## src/sv/ped_pkg.sv

```systemverilog
// Package for the printable escape decoder: escape phase type, character codes
// and the hex digit decode helper.
// No dependencies.
`default_nettype none

package ped_pkg;

   // Escape phase of the decoder.
   typedef enum logic [1:0] {
      PH_NORMAL   = 2'd0,
      PH_AFTER_BS = 2'd1,
      PH_HEX_HIGH = 2'd2,
      PH_HEX_LOW  = 2'd3
   } phase_type;

   localparam logic [7:0] CH_BACKSLASH = 8'h5C;
   localparam logic [7:0] CH_LOWER_X   = 8'h78;
   localparam logic [7:0] CH_UPPER_X   = 8'h58;

   // Result of decoding one character as a hex digit.
   typedef struct packed {
      logic       ok;
      logic [3:0] val;
   } hex_type;

   // Digits 0-9 take the low nibble; A-F and a-f both have a low nibble of
   // 1..6, so adding nine gives 10..15.
   function automatic hex_type hex_decode(input logic [7:0] c);
      hex_type h;
      h.ok  = 1'b0;
      h.val = 4'd0;
      if (c >= 8'h30 && c <= 8'h39) begin
         h.ok  = 1'b1;
         h.val = c[3:0];
      end else if ((c >= 8'h41 && c <= 8'h46) || (c >= 8'h61 && c <= 8'h66)) begin
         h.ok  = 1'b1;
         h.val = c[3:0] + 4'd9;
      end
      return h;
   endfunction

endpackage

`default_nettype wire

```

## src/sv/printable_escape_decoder_core.sv

```systemverilog
// Top level of the printable escape decoder: phase register, decode logic and
// the result output register.
// Depends on ped_pkg.
`default_nettype none

// The decoder takes one character word per cycle and turns an escaped text
// back into raw bytes. Ordinary characters pass through; a backslash pair
// gives one backslash byte; a backslash, x or X and two hex digits give that
// byte. Characters inside an escape give no result until the escape finishes.
// A bad escape letter, a non-hex digit or a text that ends inside an escape
// gives one error word with a zero byte. Each character is decoded in the
// cycle it is accepted and its result, if any, appears in the output register
// on the next cycle, so one character is accepted every cycle; the only limit
// is the single output register, which holds back input only while a result
// waits there and the result side stalls.
module printable_escape_decoder_core (
   input  wire logic       clock,
   input  wire logic       reset,
   input  wire logic       req_valid,
   output      logic       req_stall,
   input  wire logic [7:0] req_char_in,
   input  wire logic       req_is_last,
   output      logic       rsp_valid,
   input  wire logic       rsp_stall,
   output      logic [7:0] rsp_byte_out,
   output      logic       rsp_error,
   output      logic       rsp_last
);
   import ped_pkg::*;

   phase_type  phase_ff, phase_in;
   logic [3:0] high_nibble_ff, high_nibble_in;
   logic       rsp_valid_ff, rsp_valid_in;
   logic [7:0] rsp_byte_ff, rsp_byte_in;
   logic       rsp_error_ff, rsp_error_in;
   logic       rsp_last_ff, rsp_last_in;

   logic       accept;
   logic       emit;
   logic       emit_err;
   logic [7:0] emit_byte;
   hex_type    hex;

   // Input is held back only while a result waits and cannot leave.
   assign req_stall = rsp_valid_ff & rsp_stall;
   assign accept    = req_valid & ~req_stall;
   assign hex       = hex_decode(req_char_in);

   // Next phase and the stored high digit.
   always_comb begin
      phase_in       = phase_ff;
      high_nibble_in = high_nibble_ff;
      if (accept) begin
         phase_in       = PH_NORMAL;
         high_nibble_in = 4'd0;
         case (phase_ff)
            PH_NORMAL: begin
               if (req_char_in == CH_BACKSLASH && !req_is_last) begin
                  phase_in = PH_AFTER_BS;
               end
            end
            PH_AFTER_BS: begin
               if ((req_char_in == CH_LOWER_X || req_char_in == CH_UPPER_X) &&
                   !req_is_last) begin
                  phase_in = PH_HEX_HIGH;
               end
            end
            PH_HEX_HIGH: begin
               if (hex.ok && !req_is_last) begin
                  phase_in       = PH_HEX_LOW;
                  high_nibble_in = hex.val;
               end
            end
            PH_HEX_LOW: begin
               phase_in = PH_NORMAL;
            end
            default: begin
               phase_in = PH_NORMAL;
            end
         endcase
      end
   end

   // Whether this character produces a word, and what it carries.
   always_comb begin
      emit      = 1'b1;
      emit_err  = 1'b0;
      emit_byte = req_char_in;
      case (phase_ff)
         PH_NORMAL: begin
            if (req_char_in == CH_BACKSLASH) begin
               emit     = req_is_last;
               emit_err = 1'b1;
            end
         end
         PH_AFTER_BS: begin
            if (req_char_in == CH_BACKSLASH) begin
               emit_byte = CH_BACKSLASH;
            end else if (req_char_in == CH_LOWER_X || req_char_in == CH_UPPER_X) begin
               emit     = req_is_last;
               emit_err = 1'b1;
            end else begin
               emit_err = 1'b1;
            end
         end
         PH_HEX_HIGH: begin
            emit     = ~hex.ok | req_is_last;
            emit_err = 1'b1;
         end
         PH_HEX_LOW: begin
            emit_err  = ~hex.ok;
            emit_byte = {high_nibble_ff, hex.val};
         end
         default: begin
            emit_err = 1'b1;
         end
      endcase
      if (emit_err) begin
         emit_byte = 8'd0;
      end
   end

   // Output register: loads a new word when an accepted character emits one, empties when taken.
   always_comb begin
      rsp_valid_in = rsp_valid_ff;
      rsp_byte_in  = rsp_byte_ff;
      rsp_error_in = rsp_error_ff;
      rsp_last_in  = rsp_last_ff;
      if (rsp_valid_ff && !rsp_stall) begin
         rsp_valid_in = 1'b0;
      end
      if (accept && emit) begin
         rsp_valid_in = 1'b1;
         rsp_byte_in  = emit_byte;
         rsp_error_in = emit_err;
         rsp_last_in  = req_is_last;
      end
   end

   // Control state with reset.
   always_ff @(posedge clock) begin
      if (reset) begin
         phase_ff       <= PH_NORMAL;
         high_nibble_ff <= 4'd0;
         rsp_valid_ff   <= 1'b0;
      end else begin
         phase_ff       <= phase_in;
         high_nibble_ff <= high_nibble_in;
         rsp_valid_ff   <= rsp_valid_in;
      end
   end

   // Result payload.
   always_ff @(posedge clock) begin
      rsp_byte_ff  <= rsp_byte_in;
      rsp_error_ff <= rsp_error_in;
      rsp_last_ff  <= rsp_last_in;
   end

   assign rsp_valid    = rsp_valid_ff;
   assign rsp_byte_out = rsp_byte_ff;
   assign rsp_error    = rsp_error_ff;
   assign rsp_last     = rsp_last_ff;

   // An ordinary character in normal text comes straight out next cycle.
   assert property (@(posedge clock) disable iff (reset)
      (accept && phase_ff == PH_NORMAL && req_char_in != CH_BACKSLASH)
      |=> (rsp_valid && !rsp_error && rsp_byte_out == $past(req_char_in)))
      else $error("plain character not passed through");

   // The last character of a text always leaves the decoder in normal text.
   assert property (@(posedge clock) disable iff (reset)
      (accept && req_is_last) |=> (phase_ff == PH_NORMAL && rsp_valid && rsp_last))
      else $error("text end did not close the escape");

   // The high digit is held only while the low digit is awaited.
   assert property (@(posedge clock) disable iff (reset)
      (phase_ff != PH_HEX_LOW) |-> (high_nibble_ff == 4'd0))
      else $error("stale high digit");

   // An error word never carries a byte.
   assert property (@(posedge clock) disable iff (reset)
      (rsp_valid && rsp_error) |-> (rsp_byte_out == 8'd0))
      else $error("error word with nonzero byte");

endmodule

`default_nettype wire
```

## config.mk

```make
export PLATFORM = sky130hd
export DESIGN_NAME = printable_escape_decoder_core
export DESIGN_NICKNAME = d
export VERILOG_FILES = /design/src/sv/ped_pkg.sv /design/src/sv/printable_escape_decoder_core.sv
export SDC_FILE = /design/constraint.sdc
export NUM_CORES = 1
export LEC_CHECK = 0
export BUFFER_PORTS_ARGS = -buffer_cell sky130_fd_sc_hd__buf_2
export CORE_AREA = 2 2 48 50
export DETAILED_ROUTE_END_ITERATION = 10
export DIE_AREA = 0 0 50 52
export GPL_ROUTABILITY_DRIVEN = 0
export GPL_TIMING_DRIVEN = 0
export HOLD_SLACK_MARGIN = 0.15
export PLACE_DENSITY = 0.73
export SLEW_MARGIN = 10
export SYNTH_ARGS = -nofsm -noshare
export SYNTH_HDL_FRONTEND = slang
export SYNTH_SLANG_ARGS = --single-unit
```

## constraint.sdc

```tcl
create_clock -name clock -period 2.4 [get_ports clock]
set_input_delay 0.36 -clock clock [delete_from_list [all_inputs] [get_ports clock]]
set_output_delay 0.36 -clock clock [all_outputs]
set_load 0.02 [all_outputs]
```

==> impl_metrics.json <==
{
  "dp_hpwl_um": 1800,
  "ctsResizeCount": 0,
  "die-area_um2": 2600,
  "cp-end-kind": "register",
  "post-synth-top-area-cell": "edfxtp_1",
  "hold-path-cell-count": 1,
  "grt_usage_pct": 18.7,
  "die_h_um": 52,
  "yosysUniqueCellTypes": 37,
  "routedWlPerCell_um": 14.0,
  "maxSlewHeadroom_pct": 59.3,
  "cts_root_buf": "clkbuf_4",
  "rrSetupSlack_ps": 680,
  "diodes": 0,
  "insertion_delay_ps": 280,
  "crit_fanout": 10,
  "r2r-start": "phase_ff[1]",
  "via_per_inst": 5.69,
  "grt_pass1_wl_um": 3650,
  "grt_max_degree": 11,
  "yosys_warnings": 0,
  "drt_iter0_markers": 31,
  "crit_path_start_kind": "input port",
  "hold_end": "rsp_last",
  "pre_cts_slack_ps": 25.7,
  "rsz0062_at_grt": "false",
  "p_per_area_nw_per_um2": 470,
  "period_needed_ps": 2090,
  "post_cts_buffers": 0,
  "syn_area_um2": 1040,
  "cts_tree": "done",
  "routed_wl_um": 2280,
  "worst_pin_slew_ps": 610,
  "nets": 153,
  "drc_errors": 0,
  "syn_nets": 126,
  "ys_top_cells_by_area": "edfxtp_1, dfxtp_1, a21oi_1",
  "layout-drive-gt1-share_pct": 23.7,
  "numCtsBuffers": 3,
  "drv_slew": 0,
  "yosysTopAreaCellShare_pct": 28.8,
  "p_leak_nw": 0.450,
  "fin_crit_sh_pct": 87.1,
  "peakVddDrop_mv": 0.376,
  "setup_ws_ps": 309,
  "min_from": "req_is_last",
  "placed_cells": 159,
  "syn_avg_cell_area_um2": 9.57,
  "vias": 927,
  "synth-edff-count": 10,
  "dr.pass1.iters": 5,
  "tns_ps": 0,
  "seq_area_frac_synth_pct": 42.2,
  "core_area_um2": 2110,
  "synthCells": 109,
  "numPortBuffers": 22,
  "num_rows": 17,
  "clk_path_buf_depth": 2,
  "htreeDepth": 1,
  "die_w_um": 50,
  "async_reset_ff_share_pct": 0,
  "worst-setup-path-type": "input port to register",
  "maxCapViolations": 0,
  "ys.flop_type": "edfxtp_1",
  "hold_violations": 0,
  "finClkSkew_ps": 2.06,
  "rr_endpoint": "rsp_byte_out[5]",
  "grt_overflow_total": 0,
  "r2r_cells": 4,
  "grt_pass1_vias": 822,
  "path_clk_slew_ps": 90,
  "pin_count": 25,
  "clkSinkCount": 17,
  "antenna_found_initial": 0,
  "max_freq_ghz": 0.478,
  "arrival_ps": 2080,
  "hold_buffers": 0,
  "antenna_left": 0,
  "start_util_pct": 49.6,
  "synth-seq-cells": 17,
  "syn_to_final_growth_pct": 16.4,
  "hold_path_class": "input port to register",
  "final_cells": 163,
  "required_ps": 2390,
  "p_total_uw": 571,
  "setup_viol": 0,
  "status": "complete, no violations"
}
==> worst max-delay path by stage <==
stage / from / end / slack [ps] / depth (start not counted)
global route: req_char_in[0] / rsp_byte_out[5] / 190 / 8
detailed placement: req_char_in[1] / rsp_byte_out[4] / 30 / 7
floorplan: req_char_in[1] / rsp_byte_out[0] / 450 / 6
CTS: req_char_in[1] / rsp_byte_out[4] / 330 / 7
global placement: req_char_in[1] / rsp_byte_out[4] / 70 / 7
finish: req_char_in[1] / rsp_byte_out[5] / 310 / 8
==> cells by family after synthesis <==
family,Yosys count,synth area share (%)
compound gates,35,23.0
fa+ha+maj,4,4.80
buf+inv,10,4.32
flops,17,42.2
mux,3,3.00
simple gates,40,22.7
==> final cells by class <==
| cell class | instances | area, um2 |
|---|---|---|
| plain buffers | 4 | 22.5 |
| clock buffers | 4 | 26.3 |
| fillers | 191 | 891 |
| inverters | 6 | 22.5 |
| multi-input cells | 82 | 558 |
| flip-flops and latches | 17 | 440 |
| well taps | 28 | 35.0 |
| repair buffers | 22 | 110 |
==> Yosys cell counts, drive strengths merged, types with 2 or more instances <==
cell type	instances
a21oi	13
a31o	2
a31oi	2
a32o	3
and2	2
clkbuf	3
dfxtp	7
edfxtp	10
ha	4
inv	6
mux2i	2
nand2	11
nand2b	3
nand3	5
nor2	5
nor2b	2
nor3	3
nor3b	6
o21ai	5
o21bai	2
==> metrics by stage <==
step                cell area (um2)  hold slack, ps  util, %
floorplan                      1040             429        -
global placement               1190             447     56.4
detailed placement             1190             457     56.4
CTS                            1210             281     57.7
global route                   1210             269     57.7
finish                         1210             292     57.7
==> layout by cell type (no fill, tap or decap) <==
| cell type | n |
|---|---|
| a21boi_0 | 1 |
| a21oi_1 | 13 |
| a2bb2oi_1 | 1 |
| a31o_1 | 2 |
| a31oi_1 | 2 |
| a32o_1 | 3 |
| a41oi_1 | 1 |
| and2_1 | 2 |
| and3_1 | 1 |
| buf_2 | 22 |
| buf_6 | 1 |
| clkbuf_1 | 4 |
| clkbuf_4 | 3 |
| dfxtp_1 | 7 |
| edfxtp_1 | 10 |
| ha_1 | 4 |
| inv_1 | 6 |
| mux2_2 | 1 |
| mux2i_1 | 2 |
| nand2_1 | 11 |
| nand2b_1 | 3 |
| nand3_1 | 5 |
| nand4bb_1 | 1 |
| nor2_1 | 5 |
| nor2b_1 | 2 |
| nor3_1 | 3 |
| nor3b_1 | 4 |
| nor3b_2 | 1 |
| nor3b_4 | 1 |
| o211ai_1 | 1 |
| o21a_4 | 1 |
| o21ai_0 | 2 |
| o21ai_1 | 3 |
| o21bai_1 | 1 |
| o21bai_2 | 1 |
| o221ai_1 | 1 |
| o22ai_1 | 1 |
| o2bb2ai_1 | 1 |
| or4b_4 | 1 |
==> state kept, by name, summed over array words and instances, names as in the netlist <==
name / cells
rsp_valid: 1
rsp_byte_out: 8
rsp_last: 1
phase_ff: 2
rsp_error: 1
high_nibble_ff: 4
==> worst max-delay path: stages <==
cell and delay [ps]:
buf_2 130, inv_1 110, ha_1 170, nand3_1 80, nor3b_1 330, nor3b_1 390
o21ai_1 140, and3_1 360
==> routing by layer <==
metal / global-route usage, % / vias to the layer above / share of wire (%)
met5: 0 / - / 0
met4: 5.09 / 0 / 0
met3: 4.31 / 0 / 6.3
li1: - / 462 / -
met2: 35.3 / 35 / 52
met1: 20.9 / 430 / 42
==> report_power, final <==
group          total [mW]  switching [mW]  internal, mW
sequential          0.324         0.00293         0.321
clock               0.146          0.0818        0.0646
combinational       0.100          0.0629        0.0374
(Power assumes the default switching activity.)
